### src/hw/rtl/hssq_pkg.sv
// shared types, constants and the coil pattern table for the half-step sequencer
// no dependencies
`timescale 1ns / 1ps
`default_nettype none

package hssq_pkg;

  localparam int CountBits = 20;
  localparam int HoldBits  = 8;

  localparam logic [HoldBits-1:0] HoldReset = 8'd5;

  // command codes carried in tuser
  localparam logic CMD_TICK = 1'b0;
  localparam logic CMD_MOVE = 1'b1;

  typedef logic [CountBits-1:0] count_t;
  typedef logic [HoldBits-1:0]  hold_t;

  typedef struct packed {
    logic       rejected;
    logic       move_done;
    logic       busy_res;
    logic [3:0] coil_pattern;
  } result_t;

  function automatic logic [3:0] coil_of(input logic [2:0] phase);
    logic [3:0] pat;
    case (phase)
      3'd0:    pat = 4'h1;
      3'd1:    pat = 4'h3;
      3'd2:    pat = 4'h2;
      3'd3:    pat = 4'h6;
      3'd4:    pat = 4'h4;
      3'd5:    pat = 4'hC;
      3'd6:    pat = 4'h8;
      3'd7:    pat = 4'h9;
      default: pat = 4'h0;
    endcase
    return pat;
  endfunction

endpackage

`default_nettype wire

### src/hw/rtl/half_step_stepper_sequencer_unit.sv
// top level of the half-step stepper sequencer: stream ports, hold register, result register
// depends on hssq_pkg and hssq_core
// the result is valid in the cycle after the input transfer
// throughput: one item per cycle while out_tready is high, set by the single result register
// a new item is taken while the result waits, if out_tready is high that cycle
// reset: synchronous active-low rst_n; coils released, idle, hold register 5
`timescale 1ns / 1ps
`default_nettype none

module half_step_stepper_sequencer_unit (
  input  wire        clk,
  input  wire        rst_n,
  input  wire        in_tvalid,
  output logic       in_tready,
  input  wire [23:0] in_tdata,   // step_count[19:0], zero pad
  input  wire [0:0]  in_tuser,   // command
  output logic       out_tvalid,
  input  wire        out_tready,
  output logic [7:0] out_tdata,  // coil_pattern[3:0], busy_res, move_done, rejected, zero pad
  input  wire        cfg_valid,
  output logic       cfg_ready,
  input  wire [7:0]  cfg_data    // step_hold_ticks
);
  import hssq_pkg::*;

  hold_t   hold_r;
  result_t res;
  result_t res_r;
  logic    out_valid_r;
  logic    in_xfer;

  assign cfg_ready = 1'b1;
  assign in_tready = !out_valid_r || out_tready;
  assign in_xfer   = in_tvalid && in_tready;

  always_ff @(posedge clk) begin
    if (!rst_n) begin
      hold_r <= HoldReset;
    end else if (cfg_valid && cfg_ready) begin
      hold_r <= cfg_data;
    end
  end

  hssq_core u_core (
    .clk        (clk),
    .rst_n      (rst_n),
    .item_en    (in_xfer),
    .command    (in_tuser[0]),
    .step_count (in_tdata[CountBits-1:0]),
    .hold_ticks (hold_r),
    .result     (res)
  );

  always_ff @(posedge clk) begin
    if (!rst_n) begin
      out_valid_r <= 1'b0;
    end else if (in_xfer) begin
      out_valid_r <= 1'b1;
    end else if (out_tready) begin
      out_valid_r <= 1'b0;
    end
  end

  always_ff @(posedge clk) begin
    if (in_xfer) begin
      res_r <= res;
    end
  end

  assign out_tvalid = out_valid_r;
  assign out_tdata  = {1'b0, res_r};

  // a stepping motor that is busy always has a coil energised
  a_busy_coil: assert property (@(posedge clk) disable iff (!rst_n)
    out_tvalid && out_tdata[4] |-> out_tdata[3:0] != 4'h0)
    else $error("busy with coils released");

  // finishing a move releases the coils and leaves the block idle
  a_done_release: assert property (@(posedge clk) disable iff (!rst_n)
    out_tvalid && out_tdata[5] |-> out_tdata[3:0] == 4'h0 && !out_tdata[4] && !out_tdata[6])
    else $error("move_done without release");

  // a rejected move leaves the block still stepping
  a_reject_busy: assert property (@(posedge clk) disable iff (!rst_n)
    out_tvalid && out_tdata[6] |-> out_tdata[4])
    else $error("rejected while idle");

  // the input side is open whenever no result is waiting
  a_ready_empty: assert property (@(posedge clk) disable iff (!rst_n)
    !out_tvalid |-> in_tready)
    else $error("input stalled with empty result register");

endmodule

`default_nettype wire

### src/hw/rtl/hssq_core.sv
// step state and half-step update, one item per transfer
// depends on hssq_pkg
`timescale 1ns / 1ps
`default_nettype none

module hssq_core (
  input  wire                    clk,
  input  wire                    rst_n,
  input  wire                    item_en,
  input  wire                    command,
  input  wire  hssq_pkg::count_t step_count,
  input  wire  hssq_pkg::hold_t  hold_ticks,
  output hssq_pkg::result_t      result
);
  import hssq_pkg::*;

  logic [2:0] phase_r,   phase_nxt;
  count_t     steps_r,   steps_nxt;
  hold_t      hold_r,    hold_nxt;
  logic       moving_r,  moving_nxt;
  logic       reverse_r, reverse_nxt;
  logic [3:0] coil_r,    coil_nxt;

  logic       done;
  logic       rej;
  logic       rev_in;
  count_t     mag;
  hold_t      hold_load;
  hold_t      hold_dec;
  logic       step_now;
  logic       dir_rev;
  logic [2:0] phase_step;

  assign rev_in    = step_count[CountBits-1];
  assign mag       = rev_in ? (~step_count + count_t'(1)) : step_count;
  assign hold_load = (hold_ticks == '0) ? hold_t'(1) : hold_ticks;
  assign hold_dec  = (hold_r != '0) ? (hold_r - hold_t'(1)) : hold_r;
  assign dir_rev   = (command == CMD_MOVE) ? rev_in : reverse_r;
  assign phase_step = dir_rev ? (phase_r - 3'd1) : (phase_r + 3'd1);

  always_comb begin
    phase_nxt   = phase_r;
    steps_nxt   = steps_r;
    hold_nxt    = hold_r;
    moving_nxt  = moving_r;
    reverse_nxt = reverse_r;
    coil_nxt    = coil_r;
    done        = 1'b0;
    rej         = 1'b0;
    step_now    = 1'b0;
    if (command == CMD_MOVE) begin
      if (moving_r) begin
        rej = 1'b1;
      end else if (step_count == '0) begin
        coil_nxt = 4'h0;
        done     = 1'b1;
      end else begin
        reverse_nxt = rev_in;
        steps_nxt   = mag - count_t'(1);
        moving_nxt  = 1'b1;
        step_now    = 1'b1;
      end
    end else if (moving_r) begin
      hold_nxt = hold_dec;
      if (hold_dec == '0) begin
        if (steps_r != '0) begin
          steps_nxt = steps_r - count_t'(1);
          step_now  = 1'b1;
        end else begin
          coil_nxt   = 4'h0;
          moving_nxt = 1'b0;
          done       = 1'b1;
        end
      end
    end
    if (step_now) begin
      phase_nxt = phase_step;
      coil_nxt  = coil_of(phase_step);
      hold_nxt  = hold_load;
    end
  end

  always_ff @(posedge clk) begin
    if (!rst_n) begin
      phase_r   <= '0;
      steps_r   <= '0;
      hold_r    <= '0;
      moving_r  <= 1'b0;
      reverse_r <= 1'b0;
      coil_r    <= 4'h0;
    end else if (item_en) begin
      phase_r   <= phase_nxt;
      steps_r   <= steps_nxt;
      hold_r    <= hold_nxt;
      moving_r  <= moving_nxt;
      reverse_r <= reverse_nxt;
      coil_r    <= coil_nxt;
    end
  end

  assign result.coil_pattern = coil_nxt;
  assign result.busy_res     = moving_nxt;
  assign result.move_done    = done;
  assign result.rejected     = rej;

endmodule

`default_nettype wire
### config.mk
export PLATFORM = sky130hd
export DESIGN_NAME = half_step_stepper_sequencer_unit
export DESIGN_NICKNAME = d
export VERILOG_FILES = /design/src/hw/rtl/hssq_pkg.sv /design/src/hw/rtl/half_step_stepper_sequencer_unit.sv /design/src/hw/rtl/hssq_core.sv
export SDC_FILE = /design/constraint.sdc
export NUM_CORES = 1
export LEC_CHECK = 0
export BUFFER_PORTS_ARGS = -buffer_cell sky130_fd_sc_hd__buf_4
export CAP_MARGIN = 15
export CORE_MARGIN = 3
export CORE_UTILIZATION = 65
export CTS_BUF_LIST = sky130_fd_sc_hd__clkbuf_4
export DETAILED_ROUTE_END_ITERATION = 10
export MAX_ROUTING_LAYER = met4
export PLACE_DENSITY_LB_ADDON = 0.2
export SLEW_MARGIN = 40
export SYNTH_ARGS = -nofsm -noshare
export SYNTH_HDL_FRONTEND = slang
export SYNTH_SLANG_ARGS = --single-unit
### constraint.sdc
create_clock -name clk -period 8.96 [get_ports clk]
set_input_delay 0.896 -clock clk [delete_from_list [all_inputs] [get_ports clk]]
set_output_delay 0.896 -clock clk [all_outputs]
set_load 0.05 [all_outputs]
## After elaboration in Yosys (flattened, before gate mapping)

Memories as Yosys holds them, arrays and structs flattened.
Cells that the tools add are included.

- Memories: 1
- ROM bits: 32
- Logic and storage cells: 82
- Register bits: 53

Memories:

| name | words | bits a word | rd ports | clocked after memory_dff | wr ports | RTL line | source |
|---|---|---|---|---|---|---|---|
| (name not given) | 8 | 4 | 1 | 0 | 0 | hssq_pkg.sv:29 | `case (phase)` |

- Eq/ne operators: 3
- Add/subtract/negate cells: 6
- Bitwise gates (word level): 3
- Reductions and logical operators: 17
- Multiplexer cells: 40

Operators with widths:

| kind | number |
|---|---|
| 20-bit two-way mux | 7 |
| 8-bit two-way mux | 5 |
| 20-bit by 1-bit subtractor with 20-bit output (second input constant) | 2 |
| 4-bit two-way mux | 7 |
| 20-bit by 1-bit adder with 20-bit output (second input constant) | 1 |
| 20-bit zero test | 1 |
| 1-bit two-way mux | 20 |
| 20-bit NOT | 1 |
| 20-bit nonzero test | 1 |
| 8-bit zero test | 2 |
| 2-bit nonzero test | 5 |
| 8-bit nonzero test | 1 |
| 8-bit by 1-bit subtractor with 8-bit output (second input constant) | 1 |
| 6-bit AND reduction | 1 |
| 2-bit by 1-bit inequality test with 1-bit output (second input constant) | 2 |
| 4-bit AND reduction | 1 |
| 3-bit by 1-bit adder with 3-bit output (second input constant) | 1 |
| 3-bit two-way mux | 1 |
| 3-bit AND reduction | 1 |
| 3-bit by 1-bit subtractor with 3-bit output (second input constant) | 1 |
| 2-bit inequality test (second input constant) | 1 |
| 1-bit NOT | 2 |
| 2-bit AND reduction | 1 |
| 1-bit logical AND | 1 |
| 2 further kinds | 2 |

## Longest topological paths before layout

Gate-level depths: netlist (run 1).

- Depth after elaboration: 8
- Depth in mapped cells: 13
- Mapped depth without buffers: 11

## By module

Synthesis (run 1) repeated with hierarchy kept, for this count alone.

- Cells, all modules: 516
- Area, all modules: 4091.4 µm²

By module, submodules not included:

| module | cells an instance | instances | area an instance (µm²) |
|---|---|---|---|
| hssq_core | 475 | 1 | 3518.4 |
| half_step_stepper_sequencer_unit | 41 | 1 | 573.0 |

## Least setup slack after synthesis (run 1)

No wires, ideal clock.

- Path type: input to register
- Start point: input port in_tuser
- End point: register u_core.steps_r[16]
- Stages on the path: 13
- Data arrival time: 4247 ps
- Required time: 8874 ps
- Setup time: 86 ps
- Slack: 4628 ps
- Cells stage by stage: clkbuf_1 -> buf_2 -> buf_1 -> buf_1 -> clkbuf_1 -> mux2i_1 -> ha_1 -> o211ai_1 -> or3b_2 -> nor4_1 -> nand3b_1 -> xnor2_1 -> a211oi_1

- Word-level cells in the longest chain between the ends: 2
- Elaborated cells on any way between the ends: 6
- Those cells by class: eq/ne: 1; mux: 1; reduce/logical: 4

RTL lines:

| item | RTL line | source |
|---|---|---|
| from (decl) | half_step_stepper_sequencer_unit.sv:16 | `input wire [0:0] in_tuser,` |
| 2-bit inequality test (no source line) or 2-bit nonzero test (tied branches) | - |  |
| 6-bit AND reduction (no source line) | - |  |
| to (signal assigned) | hssq_core.sv:93 | `steps_r <= steps_nxt;` |
| to (decl) | hssq_core.sv:18 | `count_t steps_r, steps_nxt;` |

Several ways; a longest one is shown, not always the timed one.
A chain may end at the register's enable or synchronous reset.

## Final worst setup path (run 1)

Same ends and word-level chain as after synthesis.

==> results.py, run 1 <==
metrics = {
    "place": {
        "dp_slack_ps": 4880,
        "io_buffers": 42,
        "placed_cells": 558,
        "hpwl_mm": 6.43,
        "gp_congestion": 0.908,
    },
    "hold_path": {
        "hold_path_end": "u_core.coil_r[3]",
        "hp-class": "reg2reg",
        "min_from": "u_core.coil_r[3]",
        "holdPathStages": 2,
    },
    "pwr": {
        "power_leakage_nw": 1.57,
        "p_clk_share_pct": 21.0,
        "sw_frac_of_total_pct": 35.5,
        "powerDensity_nw_per_um2": 151,
        "p_int_uw": 410,
        "pwr-share-comb_pct": 35.2,
        "pwr-share-seq_pct": 43.9,
        "power.switching_uw": 226,
        "total_power_uw": 636,
        "irDropWorstVdd_v": 0.0000930,
    },
    "clock_network": {
        "clockRootBuffer": "clkbuf_4",
        "h-tree-depth": 2,
        "tritoncts": "yes",
        "cts-hold-fix-buffers": 0,
        "post_cts_buffers": 0,
        "cts-resized-gates": 0,
        "clk_latency_ps": 370,
        "cts_num_sinks": 53,
        "clockBufferDepth": 2,
        "cts_made_buffers": 5,
        "clk_pin_slew_ps": 150,
    },
    "finish": {
        "layout.nets": 538,
        "antennaDiodeCount": 0,
        "fillers": 442,
        "final_cells": 566,
        "drive_above_1_share_pct": 17.4,
        "syn2layout_area_growth_pct": 10.1,
    },
    "worst_setup_path": {
        "rr_endpoint": "u_core.steps_r[9]",
        "rrSetupSlack_ps": 5960,
        "crit_type": "in2reg",
        "cp_max_fo": 44,
        "reg2reg_depth": 9,
        "end_kind": "flip-flop",
        "cp.arrival_ps": 4070,
        "cp-start-kind": "input port",
        "timing.rr.start": "u_core.hold_r[2]",
        "critPathRequiredTime_ps": 9260,
    },
    "global_routing": {
        "grt_usage_pct": 26.7,
        "grt_pass1_vias": 3405,
        "grt_max_degree": 45,
        "overflow": 0,
        "grt_pass1_wl_mm": 15.4,
        "antenna_found_initial": 0,
    },
    "synthesis": {
        "ys_async_sr_fraction_pct": 0,
        "syn_inst": 469,
        "ys_ff_latch": 53,
        "syn_avg_cell_area_sq_um": 8.18,
        "syn-num-nets": 514,
        "synth_seq_area_share_pct": 29.5,
        "yosys_warnings": 0,
        "synthFlopType": "dfxtp_1",
        "synth_edf_count": 7,
        "syn_area_sq_um": 3840,
        "yosysUniqueCellTypes": 75,
    },
    "drt": {
        "routed_wirelength_mm": 9.00,
        "drc": 0,
        "vias": 3678,
        "wl_per_cell_um": 15.9,
        "drtAntennaViolNets": 0,
        "dr.pass1.iters": 5,
        "vias_per_cell": 6.50,
        "initialDrtViolationCount": 210,
    },
    "timing": {
        "finalCritPeriodShare_pct": 42.0,
        "final_hold_viol_count": 0,
        "worst_slew_pin_slew_ps": 800,
        "finClkSkew_ps": 9.50,
        "finalSetupTns_ps": 0,
        "finalMaxSlewViolations": 0,
        "slew_headroom_pct": 46.6,
        "hold_slack_ps": 502,
        "clock.fmax_ghz": 0.266,
        "setup_viol": 0,
        "rsz0062_at_grt": "no",
        "fin_ws_ps": 5200,
        "min_period_ps": 3760,
    },
    "die": {
        "die_area_sq_um": 6860,
        "ios": 49,
        "start_util_pct": 68.4,
        "rows": 27,
        "die_x_um": 82.8,
        "core_sq_um": 5610,
        "dieHeight_um": 82.8,
    },
    "flow_run": {
        "drv_cap": 0,
    },
    "outcome": {
        "status": "finished, final reports clean",
    },
}
==> through the flow <==
step | area, sq um | utilization (%)
finish | 4220 | 75.3
global route | 4220 | 75.3
CTS | 4220 | 75.3
detailed placement | 4150 | 73.9
global placement | 4150 | 73.9
floorplan | 3840 | -
==> registers in the layout, summed over array words and instances, names as in the netlist <==
register,flops
u_core.coil_r,4
out_tvalid,1
hold_r,8
u_core.hold_r,8
out_tdata,7
u_core.moving_r,1
u_core.reverse_r,1
u_core.phase_r,3
u_core.steps_r,20
==> cells by family after synthesis <==
group | share of synthesized area [%]
buf+inv | 4.79
simple gates | 27.6
xor+xnor | 4.79
other cells | 0.196
flops | 29.5
mux | 6.72
fa+ha+maj | 2.48
compound gates | 23.9
==> synth_stat cells (4+ instances only) <==
cell type / instances / area [sq um]
nor2_1: 53 / 199
dfxtp_1: 46 / 921
nand2_1: 39 / 146
o21ai_0: 28 / 140
a21oi_1: 23 / 115
mux2i_1: 19 / 190
inv_1: 16 / 60.1
nor3_1: 16 / 80.1
clkbuf_1: 13 / 48.8
xnor2_1: 11 / 96.3
or4_1: 10 / 75.1
xor2_1: 10 / 87.6
a211oi_1: 9 / 67.6
nor4_1: 9 / 56.3
o211ai_1: 8 / 60.1
edfxtp_1: 7 / 210
nor2b_1: 7 / 43.8
or3_1: 7 / 43.8
buf_1: 6 / 22.5
buf_2: 6 / 30.0
ha_1: 6 / 75.1
mux2_2: 6 / 67.6
nand2b_1: 6 / 37.5
nand3_1: 6 / 30.0
nand4_1: 6 / 37.5
a31oi_1: 5 / 31.3
or2_2: 5 / 31.3
a22o_1: 4 / 35.0
a22oi_1: 4 / 30.0
nand4b_1: 4 / 35.0
o41ai_1: 4 / 35.0
==> worst max-delay path, cell delays in order <==
cell	delay, ps
buf_4	370
inv_1	490
nand2_1	220
o211ai_1	290
or3b_2	620
nor4_1	600
nand3b_1	190
xnor2_1	160
a211oi_1	220
==> layout by cell type (no fill, tap or decap), types with 10 or more instances in the layout <==
cell type,instances
o21ai_0,28
xor2_1,10
nor2_1,53
a21oi_1,22
or4_1,10
dfxtp_1,46
nand2_1,39
mux2i_1,19
xnor2_1,11
buf_4,45
nor3_1,16
inv_1,16
==> power groups by stage <==
stage	Combinational (mW)	Sequential (mW)	Clock [mW]
3_3_place_gp	0.215	0.283	0
4_1_cts	0.222	0.278	0.135
5_1_grt	0.246	0.282	0.147
6_report	0.224	0.279	0.133
2_1_floorplan	0.156	0.293	0
3_5_place_dp	0.221	0.284	0
==> worst max-delay path by stage <==
stage	from	to	depth (start not counted)
finish	in_tuser	u_core.steps_r[16]	9
global route	in_tuser	u_core.steps_r[16]	9
CTS	in_tdata[0]	u_core.steps_r[16]	12
detailed placement	in_tdata[0]	u_core.steps_r[16]	12
global placement	in_tdata[0]	u_core.steps_r[16]	11
floorplan	in_tuser	u_core.steps_r[16]	13
==> cell type report <==
cell class                 instances  area, sq um  area share, %
clock buffer                       5         37.5          0.889
multi-input combinational        372         2530           59.8
sequential                        53         1130           26.8
tap                               72         90.1           2.13
clock inverter                     3         41.3          0.977
inverter                          16         60.1           1.42
timing repair buffer              45          338           8.00
==> layer usage <==
layer / global-route usage, % / routed length, um / vias up
met2: 44.6 / 4340 / 137
met4: 7.88 / 167 / 0
met3: 3.17 / 557 / 18
met1: 34.1 / 3940 / 1715
li1: - / - / 1808
met5: - / 0 / -
No activity file was read; power rests on OpenSTA's default activity.
==> run 2: changes to the inputs <==
- CORE_UTILIZATION: 65 -> 60
- clock period: 8.96 -> 3.5 ns (I/O delays scaled with it)
==> results.py, run 2 (synthesis gave the netlist of run 1 again) <==
metrics = {
    "outcome": {
        "status": "finished, final reports clean",
    },
    "global_routing": {
        "antenna_found_initial": 0,
        "grt_usage_pct": 26.1,
        "grt_pass1_wl_mm": 15.5,
        "overflow": 0,
        "grt_max_degree": 26,
        "grt_pass1_vias": 3403,
    },
    "timing": {
        "rsz0062_at_grt": "no",
        "slew_headroom_pct": 50.4,
        "fin_ws_ps": 494,
        "final_hold_viol_count": 0,
        "finalMaxSlewViolations": 0,
        "worst_slew_pin_slew_ps": 742,
        "setup_viol": 0,
        "finalSetupTns_ps": 0,
        "clock.fmax_ghz": 0.333,
        "finClkSkew_ps": 12.8,
        "finalCritPeriodShare_pct": 85.9,
        "hold_slack_ps": 184,
        "min_period_ps": 3010,
    },
    "drt": {
        "drc": 0,
        "initialDrtViolationCount": 202,
        "routed_wirelength_mm": 9.26,
        "dr.pass1.iters": 5,
        "drtAntennaViolNets": 0,
        "wl_per_cell_um": 16.0,
        "vias": 3704,
        "vias_per_cell": 6.39,
    },
    "place": {
        "hpwl_mm": 6.84,
        "placed_cells": 572,
        "io_buffers": 42,
        "gp_congestion": 0.892,
        "post_dp_cell_area_sq_um": 4250,
        "dp_slack_ps": 183,
    },
    "worst_setup_path": {
        "crit_path_cell_trace": "or4_1 -> o21ai_0 -> o2111a_1 -> nand4b_1 -> a21oi_2 -> mux2_2 -> a22oi_1 -> nor2_1",
        "critPathMaxStageDelay_ps": 590,
        "end_kind": "flip-flop",
        "crit_buf_inv": 0,
        "cp_slowest_cell": "a21oi_2",
        "critPathRequiredTime_ps": 3780,
        "cp_top_family": "compound AO/OA/AOI/OAI gates",
        "cp.arrival_ps": 3290,
        "cp_max_fo": 13,
        "cp-start-kind": "flip-flop",
        "crit_type": "reg2reg",
    },
    "clock_network": {
        "cts_num_sinks": 53,
        "tritoncts": "yes",
        "clockRootBuffer": "clkbuf_4",
        "cts_made_buffers": 5,
        "cts-resized-gates": 0,
        "h-tree-depth": 2,
        "clk_pin_slew_ps": 140,
        "post_cts_buffers": 0,
        "cts-hold-fix-buffers": 0,
        "clk_latency_ps": 380,
        "clockBufferDepth": 2,
    },
    "finish": {
        "largest_reg_flops": 20,
        "reg.largest.list": "u_core.steps_r x20, hold_r x8, u_core.hold_r x8",
        "antennaDiodeCount": 0,
        "regArea_sq_um": 1130,
        "final_cells": 580,
        "fin_area_sq_um": 4310,
        "drive_above_1_share_pct": 20.0,
        "syn2layout_area_growth_pct": 12.4,
        "multi_input_area_sq_um": 2550,
        "layout.nets": 549,
        "final_cell_mix": "56 x buf_4, 52 x nor2_1, 46 x dfxtp_1",
        "fillers": 494,
        "regMostFlops": "u_core.steps_r",
        "final_core_util_pct": 71.1,
        "final_common_cell": "buf_4",
    },
    "die": {
        "die_area_sq_um": 7390,
        "rows": 28,
        "ios": 49,
        "die_x_um": 86.0,
        "core_sq_um": 6060,
        "start_util_pct": 63.3,
        "dieHeight_um": 86.0,
    },
    "pwr": {
        "power_leakage_nw": 1.61,
        "irDropWorstVdd_v": 0.000232,
        "total_power_mw": 1.60,
        "powerDensity_nw_per_um2": 371,
    },
    "hold_path": {
        "hp-class": "in2reg",
    },
    "flow_run": {
        "drv_cap": 0,
    },
}
-- run 2: cell types whose count changed in the layout (fill, tap and decap cells not counted), sizes merged --
cell      previous run  this run
buf                 45        56
clkinvlp             1         2
bufinv               1         0
clkinv               1         0
clkbuf               5         6
-- run 2: area by class of cell --
cell class	instances	area share (%)
well taps	75	2.18
clock inverters	2	0.348
inverters	16	1.39
multi-input cells	372	59.1
clock buffers	6	1.04
flip-flops and latches	53	26.2
repair buffers	56	9.75
-- run 2: report_power, final --
group / internal, mW / total (mW) / switching, mW
registers: 0.671 / 0.714 / 0.0432
logic: 0.249 / 0.601 / 0.352
clock network: 0.0865 / 0.284 / 0.198
total: 1.01 / 1.60 / 0.593
-- run 2: worst register-to-register path, delay by kind of cell, from the launching register on --
family / cells / cell delay [ps]
compound gates: 4 / 1260
mux: 1 / 410
simple gates: 3 / 870
flops: 1 / 380
-- run 2: path summary, 6_finish.rpt --
path / slack (ps) / start / to / cells past startpoint
worst max-delay path: 490 / u_core.hold_r[0] / u_core.hold_r[4] / 8
worst min-delay path: 180 / cfg_data[2] / hold_r[2] / 3
worst max register to register: 490 / u_core.hold_r[0] / u_core.hold_r[4] / 8
worst min register to register: 500 / hold_r[0] / hold_r[0] / 2
-- run 2: routing by layer --
metal	global-route usage, %	wire, um	up-vias
li1	-	-	1823
met1	33.5	4090	1740
met2	42.9	4480	131
met3	3.17	561	10
met4	8.06	128	0
met5	-	0	-
==> run 3: changes to the inputs <==
- CORE_UTILIZATION: 60 -> 59
- CTS_BUF_LIST: sky130_fd_sc_hd__clkbuf_4 -> default
==> results.py, run 3 (synthesis gave the netlist of run 1 again) <==
metrics = {
    "global_routing": {
        "antenna_found_initial": 0,
        "overflow": 0,
        "grt_pass1_wl_mm": 16.0,
        "grt_pass1_vias": 3592,
        "grt_usage_pct": 26.7,
        "grt_max_degree": 35,
    },
    "clock_network": {
        "tritoncts": "yes",
        "h-tree-depth": 2,
        "clk_latency_ps": 300,
        "cts-hold-fix-buffers": 0,
        "clockBufferDepth": 2,
        "clockRootBuffer": "clkbuf_8",
        "clk_pin_slew_ps": 100,
        "cts_num_sinks": 53,
        "cts_made_buffers": 5,
    },
    "flow_run": {
        "drv_cap": 0,
    },
    "worst_setup_path": {
        "crit_type": "in2reg",
        "cp_max_fo": 8,
        "end_kind": "flip-flop",
        "cp.arrival_ps": 3270,
        "critPathRequiredTime_ps": 3730,
        "cp-start-kind": "input port",
    },
    "finish": {
        "fillers": 469,
        "final_core_util_pct": 71.7,
        "final_cell_mix": "54 x buf_4, 52 x nor2_1, 46 x dfxtp_1",
        "antennaDiodeCount": 0,
        "final_cells": 579,
        "largest_reg_flops": 20,
        "drive_above_1_share_pct": 19.8,
        "reg.largest.list": "u_core.steps_r x20, hold_r x8, u_core.hold_r x8",
        "fin_area_sq_um": 4370,
        "regMostFlops": "u_core.steps_r",
        "layout.nets": 548,
        "final_common_cell": "buf_4",
        "syn2layout_area_growth_pct": 13.9,
    },
    "hold_path": {
        "hp-class": "in2reg",
    },
    "drt": {
        "dr.pass1.iters": 5,
        "routed_wirelength_mm": 9.41,
        "initialDrtViolationCount": 320,
        "drc": 0,
        "wl_per_cell_um": 16.2,
        "vias_per_cell": 6.46,
        "vias": 3743,
        "drtAntennaViolNets": 0,
    },
    "die": {
        "core_sq_um": 6100,
        "rows": 28,
        "die_area_sq_um": 7510,
        "dieHeight_um": 86.7,
        "start_util_pct": 63.0,
        "ios": 49,
        "die_x_um": 86.7,
    },
    "timing": {
        "final_hold_viol_count": 0,
        "min_period_ps": 3050,
        "finalCritPeriodShare_pct": 87.0,
        "slew_headroom_pct": 56.5,
        "fin_ws_ps": 454,
        "finalSetupTns_ps": 0,
        "finalMaxSlewViolations": 0,
        "clock.fmax_ghz": 0.328,
        "finClkSkew_ps": 3.22,
        "setup_viol": 0,
        "worst_slew_pin_slew_ps": 652,
        "hold_slack_ps": 253,
        "rsz0062_at_grt": "no",
    },
    "pwr": {
        "power_leakage_nw": 1.64,
        "total_power_mw": 1.75,
        "powerDensity_nw_per_um2": 402,
        "irDropWorstVdd_v": 0.000330,
    },
    "place": {
        "placed_cells": 571,
        "io_buffers": 42,
        "dp_slack_ps": 168,
        "gp_congestion": 0.905,
        "post_dp_cell_area_sq_um": 4240,
        "hpwl_mm": 6.98,
    },
    "outcome": {
        "status": "finished, final reports clean",
    },
}
-- run 3: cell types whose count changed in the layout (fill, tap and decap cells not counted), sizes merged --
cell	change
buf	-1
clkinvlp	-1
bufinv	+1
-- run 3: final cells by class --
cell class	count	area [sq um]	area share, %
Clock buffer	6	82.6	1.89
Clock inverter	2	37.5	0.859
Inverter	16	60.1	1.37
Multi-Input combinational cell	372	2540	58.1
Sequential cell	53	1130	25.9
Tap cell	75	93.8	2.15
Timing Repair Buffer	55	425	9.74
-- run 3: worst max-delay path, stage by stage --
cell and delay [ps]:
buf_4 140, inv_1 60, ha_1 290, or3b_2 490
a211oi_2 290, a31oi_1 190, or3b_2 520, nor4_2 310
buf_4 190, nand3b_1 90, xnor2_1 140, a211oi_1 220
-- run 3: per-layer routing --
metal	up-vias	global-route usage [%]	part of all wire (%)	wire length, um
li1	1820	-	-	-
met4	0	8.78	1.9	176
met5	-	-	0	0
met3	20	4.37	5.7	538
met2	137	44.9	50	4660
met1	1766	32.6	43	4030
-- run 3: final timing paths --
check / startpoint / end / slack (ps) / cells past startpoint
worst max register to register: u_core.hold_r[2] / u_core.hold_r[2] / 510 / 8
worst min register to register: hold_r[0] / hold_r[0] / 510 / 2
worst min-delay path: cfg_data[2] / hold_r[2] / 250 / 3
worst max-delay path: in_tdata[0] / u_core.steps_r[16] / 450 / 12
-- run 3: where the power goes --
part,internal (mW),switching [mW]
Combinational,0.249,0.355
Clock,0.233,0.203
Sequential,0.670,0.0436
Total,1.15,0.602
-- run 3: repair_timing --
item | 4_1_cts | 5_1_grt
setup endpoints to repair | 0 | 2
gates resized for setup | 0 | 1
buffers inserted | 0 | 0
